<file path="config.mk">
export PLATFORM = sky130hd
export DESIGN_NAME = midi_track_event_parser
export DESIGN_NICKNAME = d
export VERILOG_FILES = /design/src/rtl/core/mtep_pkg.sv /design/src/rtl/core/midi_track_event_parser.sv
export SDC_FILE = /design/constraint.sdc
export NUM_CORES = 1
export LEC_CHECK = 0
export BUFFER_PORTS_ARGS = -buffer_cell sky130_fd_sc_hd__clkbuf_2
export CORE_MARGIN = 1
export CORE_UTILIZATION = 60
export CTS_BUF_LIST = sky130_fd_sc_hd__clkbuf_8
export CTS_CLUSTER_SIZE = 40
export DETAILED_ROUTE_END_ITERATION = 8
export PLACE_DENSITY_LB_ADDON = 0.12
export SLEW_MARGIN = 20
export SYNTH_ARGS = -nofsm -noshare
export SYNTH_HDL_FRONTEND = slang
export SYNTH_SLANG_ARGS = --single-unit
</file>
<file path="constraint.sdc">
create_clock -name clk -period 15.7 [get_ports clk]
set_input_delay 0.785 -clock clk [delete_from_list [all_inputs] [get_ports clk]]
set_output_delay 0.785 -clock clk [all_outputs]
set_load 0.05 [all_outputs]
</file>
<file path="src/rtl/core/mtep_pkg.sv">
// types and constants shared by the midi track event parser and its checker
package mtep_pkg;

  localparam int unsigned QTY_BITS = 28;
  localparam int unsigned OUT_TICK_BITS = 32;
  localparam int unsigned QTY_MAX_BYTES = 3;

  localparam logic [7:0] BYTE_META = 8'hFF;
  localparam logic [7:0] BYTE_SYSEX = 8'hF0;
  localparam logic [7:0] BYTE_SYSEX_ESC = 8'hF7;
  localparam logic [3:0] HI_PROG = 4'hC;
  localparam logic [3:0] HI_PRESS = 4'hD;

  localparam logic [2:0] FAULT_NONE = 3'd0;
  localparam logic [2:0] FAULT_BAD_STATUS = 3'd1;
  localparam logic [2:0] FAULT_NO_RUNNING = 3'd2;
  localparam logic [2:0] FAULT_LONG_LEN = 3'd3;
  localparam logic [2:0] FAULT_TRUNCATED = 3'd4;

  typedef struct packed {
    logic [2:0]  fault;
    logic        last;
    logic        first;
    logic [31:0] tick;
    logic [7:0]  data;
  } result_t;

endpackage

</file>
<file path="src/rtl/core/midi_track_event_parser.sv">
// midi track event parser: delta time decode, event byte tagging, fault flagging
// results are written into the result queue when the input transfer that causes them is taken
// throughput: one input byte per cycle while the result queue has room; a running-status
// data byte gives two result transfers, so the single result port then sets the pace
// results wait in a four-entry result queue; input is taken while at least two slots are free
// reset (rst_n low, synchronous) clears parse state, tick, running status, halt and queue
module midi_track_event_parser #(
  parameter int unsigned TICK_BITS = 32
) (
  input  logic        clk,
  input  logic        rst_n,
  input  logic        in_tvalid,
  output logic        in_tready,
  input  logic [7:0]  in_tdata,   // data_byte
  input  logic        in_tuser,   // track_start
  input  logic        in_tlast,   // track_end
  output logic        out_tvalid,
  input  logic        out_tready,
  output logic [39:0] out_tdata,  // event_byte [7:0], event_tick [39:8]
  output logic [3:0]  out_tuser,  // event_first [0], fault [3:1]
  output logic        out_tlast   // event_last
);

  localparam int unsigned TW = (TICK_BITS < 32) ? TICK_BITS : 32;
  localparam logic [32:0] TICK_CAP = (33'd1 << TW) - 33'd1;
  localparam int unsigned QDEPTH = 4;
  localparam int unsigned QPW = $clog2(QDEPTH);

  typedef enum logic [2:0] {
    PH_DELTA,
    PH_STATUS,
    PH_MTYPE,
    PH_LEN,
    PH_DATA
  } phase_t;

  phase_t                          phase_r, phase_nxt;
  logic [TW-1:0]                   tick_r, tick_nxt;
  logic [mtep_pkg::QTY_BITS-1:0]   acc_r, acc_nxt;
  logic [2:0]                      qbytes_r, qbytes_nxt;
  logic [mtep_pkg::QTY_BITS-1:0]   left_r, left_nxt;
  logic [7:0]                      rstat_r, rstat_nxt;
  logic                            halted_r, halted_nxt;

  mtep_pkg::result_t               queue_r [QDEPTH];
  logic [QPW-1:0]                  wr_ptr_r, rd_ptr_r;
  logic [QPW:0]                    count_r;

  phase_t                          ph_c;
  logic [TW-1:0]                   tick_c;
  logic [mtep_pkg::QTY_BITS-1:0]   acc_c, left_c, acc_take, left_dec;
  logic [2:0]                      qbytes_c;
  logic [7:0]                      rstat_c, b;
  logic                            halted_c, too_long, qty_done, done, one_byte, rs_one;
  logic [32:0]                     tick_sum;
  logic [2:0]                      fault;
  logic [1:0]                      n_res;
  mtep_pkg::result_t               res0, res1;
  logic                            in_xfer, out_xfer;
  logic [1:0]                      n_push;

  assign in_xfer = in_tvalid && in_tready;
  assign out_xfer = out_tvalid && out_tready;
  assign in_tready = (count_r <= (QPW + 1)'(QDEPTH - 2));
  assign b = in_tdata;

  always_comb begin
    ph_c = in_tuser ? PH_DELTA : phase_r;
    tick_c = in_tuser ? '0 : tick_r;
    acc_c = in_tuser ? '0 : acc_r;
    qbytes_c = in_tuser ? '0 : qbytes_r;
    left_c = in_tuser ? '0 : left_r;
    rstat_c = in_tuser ? '0 : rstat_r;
    halted_c = in_tuser ? 1'b0 : halted_r;

    too_long = b[7] && (qbytes_c >= 3'(mtep_pkg::QTY_MAX_BYTES));
    acc_take = {acc_c[mtep_pkg::QTY_BITS-8:0], b[6:0]};
    qty_done = !b[7];
    tick_sum = 33'(tick_c) + 33'(acc_take);
    left_dec = (left_c != '0) ? left_c - 1'b1 : '0;
    one_byte = (b[7:4] == mtep_pkg::HI_PROG) || (b[7:4] == mtep_pkg::HI_PRESS);
    rs_one = (rstat_c[7:4] == mtep_pkg::HI_PROG) || (rstat_c[7:4] == mtep_pkg::HI_PRESS);

    phase_nxt = ph_c;
    tick_nxt = tick_c;
    acc_nxt = acc_c;
    qbytes_nxt = qbytes_c;
    left_nxt = left_c;
    rstat_nxt = rstat_c;
    halted_nxt = halted_c;
    fault = mtep_pkg::FAULT_NONE;
    done = 1'b0;
    n_res = 2'd0;
    res0 = '{fault: mtep_pkg::FAULT_NONE, last: 1'b0, first: 1'b0, tick: '0, data: b};
    res1 = res0;

    if (!halted_c) begin
      unique case (ph_c)
        PH_STATUS: begin
          if (b == mtep_pkg::BYTE_META) begin
            rstat_nxt = '0;
            res0.first = 1'b1;
            n_res = 2'd1;
            phase_nxt = PH_MTYPE;
          end else if (b == mtep_pkg::BYTE_SYSEX || b == mtep_pkg::BYTE_SYSEX_ESC) begin
            rstat_nxt = '0;
            res0.first = 1'b1;
            n_res = 2'd1;
            acc_nxt = '0;
            qbytes_nxt = '0;
            phase_nxt = PH_LEN;
          end else if (b[7]) begin
            if (b > mtep_pkg::BYTE_SYSEX) begin
              fault = mtep_pkg::FAULT_BAD_STATUS;
            end else begin
              rstat_nxt = b;
              res0.first = 1'b1;
              n_res = 2'd1;
              left_nxt = one_byte ? mtep_pkg::QTY_BITS'(1) : mtep_pkg::QTY_BITS'(2);
              phase_nxt = PH_DATA;
            end
          end else if (rstat_c[7]) begin
            res0.data = rstat_c;
            res0.first = 1'b1;
            res1.last = rs_one;
            n_res = 2'd2;
            if (rs_one) begin
              done = 1'b1;
              phase_nxt = PH_DELTA;
              acc_nxt = '0;
              qbytes_nxt = '0;
            end else begin
              left_nxt = mtep_pkg::QTY_BITS'(1);
              phase_nxt = PH_DATA;
            end
          end else begin
            fault = mtep_pkg::FAULT_NO_RUNNING;
          end
        end
        PH_MTYPE: begin
          n_res = 2'd1;
          acc_nxt = '0;
          qbytes_nxt = '0;
          phase_nxt = PH_LEN;
        end
        PH_LEN: begin
          if (too_long) begin
            fault = mtep_pkg::FAULT_LONG_LEN;
          end else begin
            acc_nxt = acc_take;
            qbytes_nxt = qbytes_c + 3'd1;
            n_res = 2'd1;
            if (qty_done) begin
              left_nxt = acc_take;
              if (acc_take == '0) begin
                res0.last = 1'b1;
                done = 1'b1;
                phase_nxt = PH_DELTA;
                acc_nxt = '0;
                qbytes_nxt = '0;
              end else begin
                phase_nxt = PH_DATA;
              end
            end
          end
        end
        PH_DATA: begin
          left_nxt = left_dec;
          n_res = 2'd1;
          if (left_dec == '0) begin
            res0.last = 1'b1;
            done = 1'b1;
            phase_nxt = PH_DELTA;
            acc_nxt = '0;
            qbytes_nxt = '0;
          end
        end
        default: begin
          if (too_long) begin
            fault = mtep_pkg::FAULT_LONG_LEN;
          end else if (qty_done) begin
            tick_nxt = (tick_sum > TICK_CAP) ? TICK_CAP[TW-1:0] : tick_sum[TW-1:0];
            acc_nxt = '0;
            qbytes_nxt = '0;
            phase_nxt = PH_STATUS;
          end else begin
            acc_nxt = acc_take;
            qbytes_nxt = qbytes_c + 3'd1;
          end
        end
      endcase

      if (fault != mtep_pkg::FAULT_NONE) begin
        phase_nxt = ph_c;
        tick_nxt = tick_c;
        acc_nxt = acc_c;
        qbytes_nxt = qbytes_c;
        left_nxt = left_c;
        rstat_nxt = rstat_c;
        halted_nxt = 1'b1;
        res0 = '{fault: fault, last: 1'b0, first: 1'b0, tick: '0, data: b};
        n_res = 2'd1;
      end else if (in_tlast && !done) begin
        halted_nxt = 1'b1;
        priority case (n_res)
          2'd2: res1.fault = mtep_pkg::FAULT_TRUNCATED;
          2'd1: res0.fault = mtep_pkg::FAULT_TRUNCATED;
          default: begin
            res0 = '{fault: mtep_pkg::FAULT_TRUNCATED, last: 1'b0, first: 1'b0,
                     tick: '0, data: b};
            n_res = 2'd1;
          end
        endcase
      end
    end

    res0.tick = 32'(tick_nxt);
    res1.tick = 32'(tick_nxt);
  end

  assign n_push = in_xfer ? n_res : 2'd0;

  always_ff @(posedge clk) begin
    if (!rst_n) begin
      phase_r <= PH_DELTA;
      tick_r <= '0;
      acc_r <= '0;
      qbytes_r <= '0;
      left_r <= '0;
      rstat_r <= '0;
      halted_r <= 1'b0;
      wr_ptr_r <= '0;
      rd_ptr_r <= '0;
      count_r <= '0;
    end else begin
      if (in_xfer) begin
        phase_r <= phase_nxt;
        tick_r <= tick_nxt;
        acc_r <= acc_nxt;
        qbytes_r <= qbytes_nxt;
        left_r <= left_nxt;
        rstat_r <= rstat_nxt;
        halted_r <= halted_nxt;
      end
      wr_ptr_r <= wr_ptr_r + QPW'(n_push);
      if (out_xfer) begin
        rd_ptr_r <= rd_ptr_r + 1'b1;
      end
      count_r <= count_r + (QPW + 1)'(n_push) - (QPW + 1)'(out_xfer);
    end
  end

  always_ff @(posedge clk) begin
    if (n_push != 2'd0) begin
      queue_r[wr_ptr_r] <= res0;
    end
    if (n_push == 2'd2) begin
      queue_r[wr_ptr_r + 1'b1] <= res1;
    end
  end

  assign out_tvalid = (count_r != '0);
  assign out_tdata = {queue_r[rd_ptr_r].tick, queue_r[rd_ptr_r].data};
  assign out_tuser = {queue_r[rd_ptr_r].fault, queue_r[rd_ptr_r].first};
  assign out_tlast = queue_r[rd_ptr_r].last;

endmodule

</file>
==> results of run 1 <==
-- worst max path at each step --
stage	from	to	depth (start not counted)
final	in_tuser	queue_r[2][1]	17
after global routing	in_tuser	queue_r[2][1]	17
after CTS	in_tuser	queue_r[2][41]	17
after detailed placement	in_tuser	queue_r[2][1]	17
after global placement	in_tuser	queue_r[2][1]	17
after floorplan	in_tuser	queue_r[3][0]	21
-- kinds of logic after synthesis --
kind of cell | count (synthesis) | synth area share (%)
AOI/OAI and AO/OA | 490 | 19.3
xor gates and xnor gates | 40 | 2.10
adders and majority gates | 40 | 3.09
buffers and inverters | 158 | 3.73
DFF | 285 | 44.3
muxes | 63 | 7.18
and+or+nand+nor | 692 | 20.4
-- synthesized netlist by cell type, drive strengths merged, types with 10 or more instances --
| cell | number |
|---|---|
| nand4 | 14 |
| nor3 | 52 |
| o31ai | 10 |
| xor2 | 21 |
| nor2b | 78 |
| ha | 38 |
| and2 | 18 |
| o221ai | 16 |
| a21o | 25 |
| o21ai | 87 |
| mux4 | 45 |
| o21a | 17 |
| nor4 | 18 |
| nand2 | 123 |
| buf | 32 |
| a21oi | 159 |
| or3 | 14 |
| clkbuf | 95 |
| mux2i | 14 |
| nor2 | 272 |
| a22o | 24 |
| a31oi | 15 |
| o22ai | 36 |
| edfxtp | 168 |
| inv | 29 |
| dfxtp | 117 |
| nand2b | 29 |
| xnor2 | 19 |
| a22oi | 22 |
| nand3 | 25 |
-- flip-flops by register name, summed over array words and instances (netlist names), 2 cells and up, named ones only --
register	cells
queue_r	180
tick_r	32
left_r	28
acc_r	21
rstat_r	8
count_r	3
phase_r	3
qbytes_r	3
rd_ptr_r	2
wr_ptr_r	2
-- final cells by class --
type,instances,area (um^2),share of cell area (%)
Multi-Input combinational cell,1325,8720,48.4
Timing Repair Buffer,79,445,2.47
Inverter,31,116,0.646
Clock inverter,34,163,0.903
Sequential cell,285,7390,41.0
Tap cell,372,465,2.58
Clock buffer,52,716,3.97
-- per-layer routing --
metal / up-vias / wire length (um)
met4: 0 / 1930
met1: 6715 / 19100
met5: - / 0
li1: 6556 / -
met3: 139 / 4900
met2: 740 / 21100
-- worst max-delay path, stage by stage --
cell and delay [ns]:
buf_4 0.51, clkinv_1 0.15, buf_4 0.27, nand2_1 0.21
ha_1 0.61, nor3b_1 0.48, nand4_1 0.32, nand2b_1 0.24
mux2i_1 0.26, o2111ai_1 0.20, nor4_4 0.48, a41oi_4 0.27
a31oi_4 0.37, nor2_1 0.23, a21oi_4 0.82, clkinv_1 0.91
buf_4 0.51
-- stage by stage --
step,util [%],total power (W),instance area [um^2]
floorplan,-,0.00140,16700
global placement,63.2,0.00155,17100
detailed placement,63.2,0.00156,17100
CTS,66.5,0.00217,18000
global route,66.5,0.00225,18000
finish,66.5,0.00217,18000
-- power breakdown --
group | internal [W] | switching (W) | leakage, nW
clock network | 0.000307 | 0.000310 | 0.524
registers | 0.000843 | 0.0000281 | 2.31
logic | 0.000201 | 0.000477 | 3.49
total | 0.00135 | 0.000815 | 6.32
==> flow_summary.ini, run 1 <==
[routing]
postRouteAntennaNets = 0
num_vias = 14200
first_pass_iters = 6
drc = 0
viasPerCell = 6.50
drt_iter0_drc = 1487
finalWirelength_um = 47100
wl_per_cell_um = 21.6

[final_layout]
stdcell_count = 2178
layout-drive-gt1-share_pct = 12.8
layout_common_cells = nor2_1 (271), edfxtp_1 (168), a21oi_1 (158), nand2_1 (121), dfxtp_1 (115)
n_antenna_cell = 0
final_nets = 1822
syn_to_final_growth_pct = 7.91
fill_cells = 2202
layout_commonest_cell = nor2_1

[logic_synthesis]
ys_async_sr_fraction_pct = 0
ys_ff_latch = 285
synth_top_area_share_pct = 30.2
dominantRegCellSynth = edfxtp_1
ys_warn_count = 0
synth_nets = 1822
synth-edff-count = 168
synth_cells = 1768
syn_area_per_cell_um2 = 9.44
synth_cell_types = 88
syn_area_um2 = 16700
yosys-top-cells-area = edfxtp_1 (30%), dfxtp_1 (14%), nor2_1 (6.1%)
yosys.area.top_type = edfxtp_1
yosysSeqAreaShare_pct = 44.3

[grt]
track_usage_pct = 33.1
grt.overflow.total = 0
grt_pass1_wl_um = 73300
busiest_layer = met2
antenna_found_initial = 0
grt_max_degree = 76
use_met2_pct = 51.2
grt_pass1_vias = 13200
met1_usage_pct = 45.3
met3_usage_pct = 6.76

[timing]
tns_ns = 0
setup_slack_ns = 8.26
post-route-min-period_ns = 7.44
rsz0062_at_grt = no
slew_violations = 0
finalHoldWorstSlack_ns = 0.465
tightest_slew_ns = 1.07
max_freq_mhz = 134
relSlewSlack_pct = 28.7
final.period_utilization_pct = 47.4
clock_skew_ns = 0.0278
setup_viol = 0
hold_violations = 0

[cts]
ctsHtreeMaxLevel = 2
cts_root_buffer = clkbuf_8
clk_pin_slew_ns = 0.06
postCtsHoldBufs = 0
clockBufferDepth = 3
clkLatencyLatePin_ns = 0.61
numCtsBuffers = 46
cts_sinks = 285
cts-resized-gates = 0
cts_tree = done
post-cts-setup-buffer-count = 0

[worst_setup_path]
r2r_slack_ns = 8.90
crit_required_ns = 16.00
r2r_end = queue_r[2][1]
startpoint_type = input port
crit_path_end_kind = flip-flop
r2r_cells = 12
cp_data_arrival_time_ns = 7.74
crit_type = in -> reg
r2r_start = left_r[2]
path_max_fanout = 57

[power_and_ir_drop]
ir_drop_uv = 60.4
leakage_nw = 6.32
power_density_nw_per_um2 = 120

[worst_hold_path]
hp-class = reg -> reg
min_delay_path_depth = 2
min_to = queue_r[3][42]
hp-start = queue_r[3][42]

[floorplanning]
io_pins = 61
core_region_area_um2 = 27100
start_util_pct = 61.6
dieWidth_um = 169
die_y_um = 169
fp.dieArea_um2 = 28500
rows = 60

[place]
placed_cells = 2092
hpwl_um = 31400
place.gp.congestion = 0.951
io_buffers = 60
dp_slack_ns = 7.88

[flow_run]
maxCapViolCount = 0

[status]
status = finished, final reports clean
(Power assumes the default switching activity.)
==> inputs of run 2 (changes only) <==
- CORE_UTILIZATION: 60 -> 59
- clock period: 15.7 -> 6.35 ns (I/O delays scaled with it)
==> run 2 against run 1 <==
  * Via count is 1.4% higher
  * Die area increased by 1.7%
  * Global-route usage grew 0.94 points
  * Final cell count up 0.55%
  * Worst setup slack worse by 7.1 ns
  * Sequential cell count did not move
  * Highest routed layer unchanged
  * Wire length is 3.1% higher
  * Clock skew up 0.00080 ns
  * Sequential power grew to 2.5 times the previous value
  * Largest power group unchanged
  * Clock power rose to 2.6 times the previous value
==> flow_summary.ini, run 2 (same netlist as run 1, synthesis figures left out) <==
[flow_run]
maxCapViolCount = 0

[grt]
antenna_found_initial = 0
track_usage_pct = 34.1
grt_pass1_vias = 13400
grt_pass1_wl_um = 76000
grt.overflow.total = 0
grt_max_degree = 75

[power_and_ir_drop]
power_w = 0.00546
ir_drop_uv = 155
power_density_nw_per_um2 = 302
leakage_nw = 6.36

[floorplanning]
fp.dieArea_um2 = 29000
io_pins = 61
dieWidth_um = 170
rows = 61
core_region_area_um2 = 27800
start_util_pct = 60.1
die_y_um = 170

[worst_setup_path]
crit_required_ns = 6.56
cp-startpoint = left_r[2]
r2r_start = left_r[2]
crit_type = reg -> reg
cp_data_arrival_time_ns = 5.36
path_max_fanout = 42
critical_path_buf_inv_count = 2
slowest_delay_ns = 0.83
path_delay_family = simple AND/OR/NAND/NOR gates
startpoint_type = flip-flop
crit_path_end_kind = flip-flop
critical_path.cell_chain = nor4_1 -> nand4_1 -> buf_4 -> o31a_1 -> nor3_1 -> o2111ai_1 -> nor4_4 -> a41o_1 -> o21ai_0 -> a21oi_1 -> o21ai_2 -> inv_2
crit_slowest_cell = nor4_1

[worst_hold_path]
hp-class = in -> reg
hp-start = in_tuser

[final_layout]
layout_commonest_cell = nor2_1
n_antenna_cell = 0
post-route-util_pct = 65.1
layout_common_cells = nor2_1 (272), edfxtp_1 (168), a21oi_1 (158), nand2_1 (121), dfxtp_1 (115)
syn_to_final_growth_pct = 8.39
largest_reg_flops = 180
seqCellArea_um2 = 7390
reg_top3 = queue_r: 180 flops, tick_r: 32 flops, left_r: 28 flops
design_area_um2 = 18100
fill_cells = 2335
top_register = queue_r
multi_input_area_um2 = 8700
layout-drive-gt1-share_pct = 13.0
final_nets = 1829

[routing]
drt_iter0_drc = 1633
wl_per_cell_um = 22.2
first_pass_iters = 6
finalWirelength_um = 48500
num_vias = 14300
viasPerCell = 6.55
postRouteAntennaNets = 0
drc = 0

[timing]
post-route-min-period_ns = 5.15
hold_violations = 0
max_freq_mhz = 194
slew_violations = 0
setup_viol = 0
relSlewSlack_pct = 21.9
tns_ns = 0
clock_skew_ns = 0.0286
rsz0062_at_grt = no
final.period_utilization_pct = 81.1
tightest_slew_ns = 1.16
setup_slack_ns = 1.20

[cts]
cts_sinks = 285
ctsHtreeMaxLevel = 2
post-cts-setup-buffer-count = 0
cts-resized-gates = 0
clk_pin_slew_ns = 0.06
numCtsBuffers = 49
clockBufferDepth = 3
cts_root_buffer = clkbuf_8
cts_tree = done
postCtsHoldBufs = 0
clkLatencyLatePin_ns = 0.61

[status]
status = finished, final reports clean

[place]
io_buffers = 60
place_area_um2 = 17200
place.gp.congestion = 0.900
dp_slack_ns = 1.10
hpwl_um = 32100
==> run 2: through the flow <==
| stage | instances | hold slack, ns |
|---|---|---|
| final | 2190 | 0.148 |
| after CTS | 2190 | 0.120 |
| after floorplan | 1768 | 0.428 |
| after global placement | 2102 | 0.441 |
| after global routing | 2190 | 0.175 |
| after detailed placement | 2102 | 0.447 |
==> run 2: worst paths after layout <==
path | slack [ns] | endpoint | cells past startpoint
hold / removal | 0.15 | left_r[0] | 4
setup reg to reg | 1.20 | queue_r[3][26] | 12
hold reg to reg | 0.46 | acc_r[7] | 2
setup / recovery | 1.20 | queue_r[3][26] | 12
==> run 2: routing by layer <==
metal	wire, um	share of wire [%]	global-route usage [%]	up-vias
met3	4350	9.0	5.16	131
met4	1780	3.7	14.5	0
li1	-	-	-	6564
met1	20200	42	47.1	6930
met2	22200	46	53.5	724
met5	0	0	0	-
==> run 2: where the power goes <==
| part | switching [W] | internal, W | leakage [nW] | total [W] |
|---|---|---|---|---|
| registers | 0.000134 | 0.00209 | 2.31 | 0.00222 |
| logic | 0.00113 | 0.000493 | 3.51 | 0.00162 |
| clock network | 0.000785 | 0.000831 | 0.547 | 0.00162 |
==> run 2: area by class of cell <==
type                            count  area share (%)
Timing Repair Buffer               83            2.63
Sequential cell                   285            40.9
Clock inverter                     34            1.08
Multi-Input combinational cell   1325            48.1
Clock buffer                       54            4.11
Inverter                           31           0.643
Tap cell                          378            2.61
==> run 2: worst register-to-register path, delay by kind of cell, from the launching register on <==
kind | cells | cell delay [ns]
compound gates | 6 | 1.43
simple gates | 4 | 1.83
buf+inv | 2 | 1.05
flops | 1 | 0.41
==> inputs of run 3 (changes only) <==
- CORE_UTILIZATION: 59 -> 60
- clock period: 6.35 -> 5.05 ns (I/O delays scaled with it)
==> run 3 against run 2 <==
  * Worst hold slack better by 0.033 ns
  * Register-to-register slack worse by 0.88 ns
  * Critical path depth up 5
  * Utilization up 3.2 points
  * Sequential power up 27%
  * Fmax up 8.8%
  * Wire length about the same
  * Final cell count up 1.3%
  * Worst setup slack worse by 0.88 ns
  * Largest cell class unchanged
==> flow_summary.ini, run 3 (same netlist as run 1, synthesis figures left out) <==
[floorplanning]
die_y_um = 169
dieWidth_um = 169
io_pins = 61
core_region_area_um2 = 27100
rows = 60
fp.dieArea_um2 = 28500
start_util_pct = 61.6

[worst_setup_path]
slowest_delay_ns = 0.60
crit_path_end_kind = flip-flop
critical_path.cell_chain = or4_4 -> or3_1 -> o31a_1 -> nor3_2 -> o2111ai_1 -> nor4_4 -> a41o_2 -> o21ai_0 -> a21o_1 -> ha_1 -> inv_1 -> ha_1 -> inv_1 -> fa_1 -> xnor2_1 -> xnor2_1 -> nor2_1
cp_data_arrival_time_ns = 5.16
critical_path_buf_inv_count = 2
path_delay_family = simple AND/OR/NAND/NOR gates
crit_type = reg -> reg
crit_slowest_cell = or4_4
crit_required_ns = 5.48
startpoint_type = flip-flop
r2r_slack_ns = 0.32
path_max_fanout = 10

[timing]
max_freq_mhz = 211
post-route-min-period_ns = 4.73
setup_viol = 0
slew_violations = 0
tightest_slew_ns = 1.08
finalHoldWorstSlack_ns = 0.181
setup_slack_ns = 0.321
rsz0062_at_grt = no
hold_violations = 0
relSlewSlack_pct = 27.7
final.period_utilization_pct = 93.7
tns_ns = 0
clock_skew_ns = 0.0366

[cts]
clockBufferDepth = 3
clkLatencyLatePin_ns = 0.60
clk_pin_slew_ns = 0.06
numCtsBuffers = 48
cts_tree = done
post-cts-setup-buffer-count = 0
ctsHtreeMaxLevel = 2
cts_sinks = 285
cts_root_buffer = clkbuf_8

[grt]
antenna_found_initial = 0
track_usage_pct = 34.3
grt_pass1_wl_um = 75600
grt.overflow.total = 0
grt_max_degree = 75
grt_pass1_vias = 13400

[routing]
wl_per_cell_um = 21.9
finalWirelength_um = 48500
drt_iter0_drc = 1477
postRouteAntennaNets = 0
num_vias = 14400
first_pass_iters = 6
viasPerCell = 6.48
drc = 0

[final_layout]
final_nets = 1865
reg_top3 = queue_r: 180 flops, tick_r: 32 flops, left_r: 28 flops
largest_reg_flops = 180
multi_input_area_um2 = 8720
seqCellArea_um2 = 7390
top_register = queue_r
layout_commonest_cell = nor2_1
layout-drive-gt1-share_pct = 15.2
fill_cells = 2145
syn_to_final_growth_pct = 10.9
n_antenna_cell = 0
design_area_um2 = 18500
layout_common_cells = nor2_1 (271), edfxtp_1 (168), a21oi_1 (158), nand2_1 (121), dfxtp_1 (115)

[place]
place_area_um2 = 17500
hpwl_um = 33500
io_buffers = 60
place.gp.congestion = 0.969
dp_slack_ns = 0.316

[flow_run]
maxCapViolCount = 0

[power_and_ir_drop]
power_density_nw_per_um2 = 378
ir_drop_uv = 208
leakage_nw = 6.56

[worst_hold_path]
hp-class = in -> reg

[status]
status = finished, final reports clean
## run 3: cell types whose count changed in the layout (fill, tap and decap cells not counted), moves of 2 or more
cell | previous run | this run
o31ai_1 | 10 | 7
o31ai_2 | 0 | 3
bufinv_16 | 1 | 4
inv_1 | 42 | 40
clkinvlp_4 | 0 | 3
inv_2 | 4 | 2
clkinv_1 | 11 | 8
buf_4 | 24 | 56
buf_12 | 0 | 5
## run 3: worst paths after layout
check,startpoint,to,depth (start not counted)
worst min register to register,queue_r[0][42],queue_r[0][42],2
worst max register to register,left_r[15],count_r[2],17
worst min-delay path,in_tdata[5],acc_r[5],3
worst max-delay path,left_r[15],count_r[2],17
## run 3: power breakdown
group | leakage (nW) | internal [W] | switching [W]
Clock | 0.569 | 0.00119 | 0.000938
Sequential | 2.31 | 0.00262 | 0.000184
Combinational | 3.68 | 0.000663 | 0.00140
## run 3: layer usage
metal  vias to the layer above  GRT usage (%)  routed length (um)
met2                       674           53.8               21900
met4                         0           11.9                1460
met3                        96           5.52                4180
li1                       6641              -                   -
met1                      6971           48.5               20900
met5                         -              0                   0
## run 3: area by class of cell
cell class / count / area share [%]
well taps: 372 / 2.51
repair buffers: 120 / 4.40
clock buffers: 54 / 4.01
clock inverters: 32 / 1.37
multi-input cells: 1325 / 47.1
inverters: 31 / 0.689
flip-flops and latches: 285 / 39.9
## run 3: worst reg2reg max path, cell delays in order (launching register included)
cell       delay [ns]
dfxtp_1          0.38
or4_4            0.60
or3_1            0.47
o31a_1           0.32
nor3_2           0.19
o2111ai_1        0.21
nor4_4           0.45
a41o_2           0.33
o21ai_0          0.12
a21o_1           0.20
ha_1             0.27
inv_1            0.05
ha_1             0.13
inv_1            0.06
fa_1             0.44
xnor2_1          0.18
xnor2_1          0.14
nor2_1           0.06
## run 3: timing repair
| action | CTS | global route |
|---|---|---|
| endpoints found under the setup margin | 0 | 1 |
| resized for setup | 0 | 2 |
| hold buffers | 0 | 0 |
## run 3: stage by stage
| step | cells | power, W | util [%] |
|---|---|---|---|
| after floorplan | 1768 | 0.00434 | - |
| after global placement | 2133 | 0.00488 | 64.6 |
| after detailed placement | 2133 | 0.00490 | 64.6 |
| after CTS | 2219 | 0.00702 | 68.3 |
| after global routing | 2219 | 0.00729 | 68.3 |
| final | 2219 | 0.00700 | 68.3 |
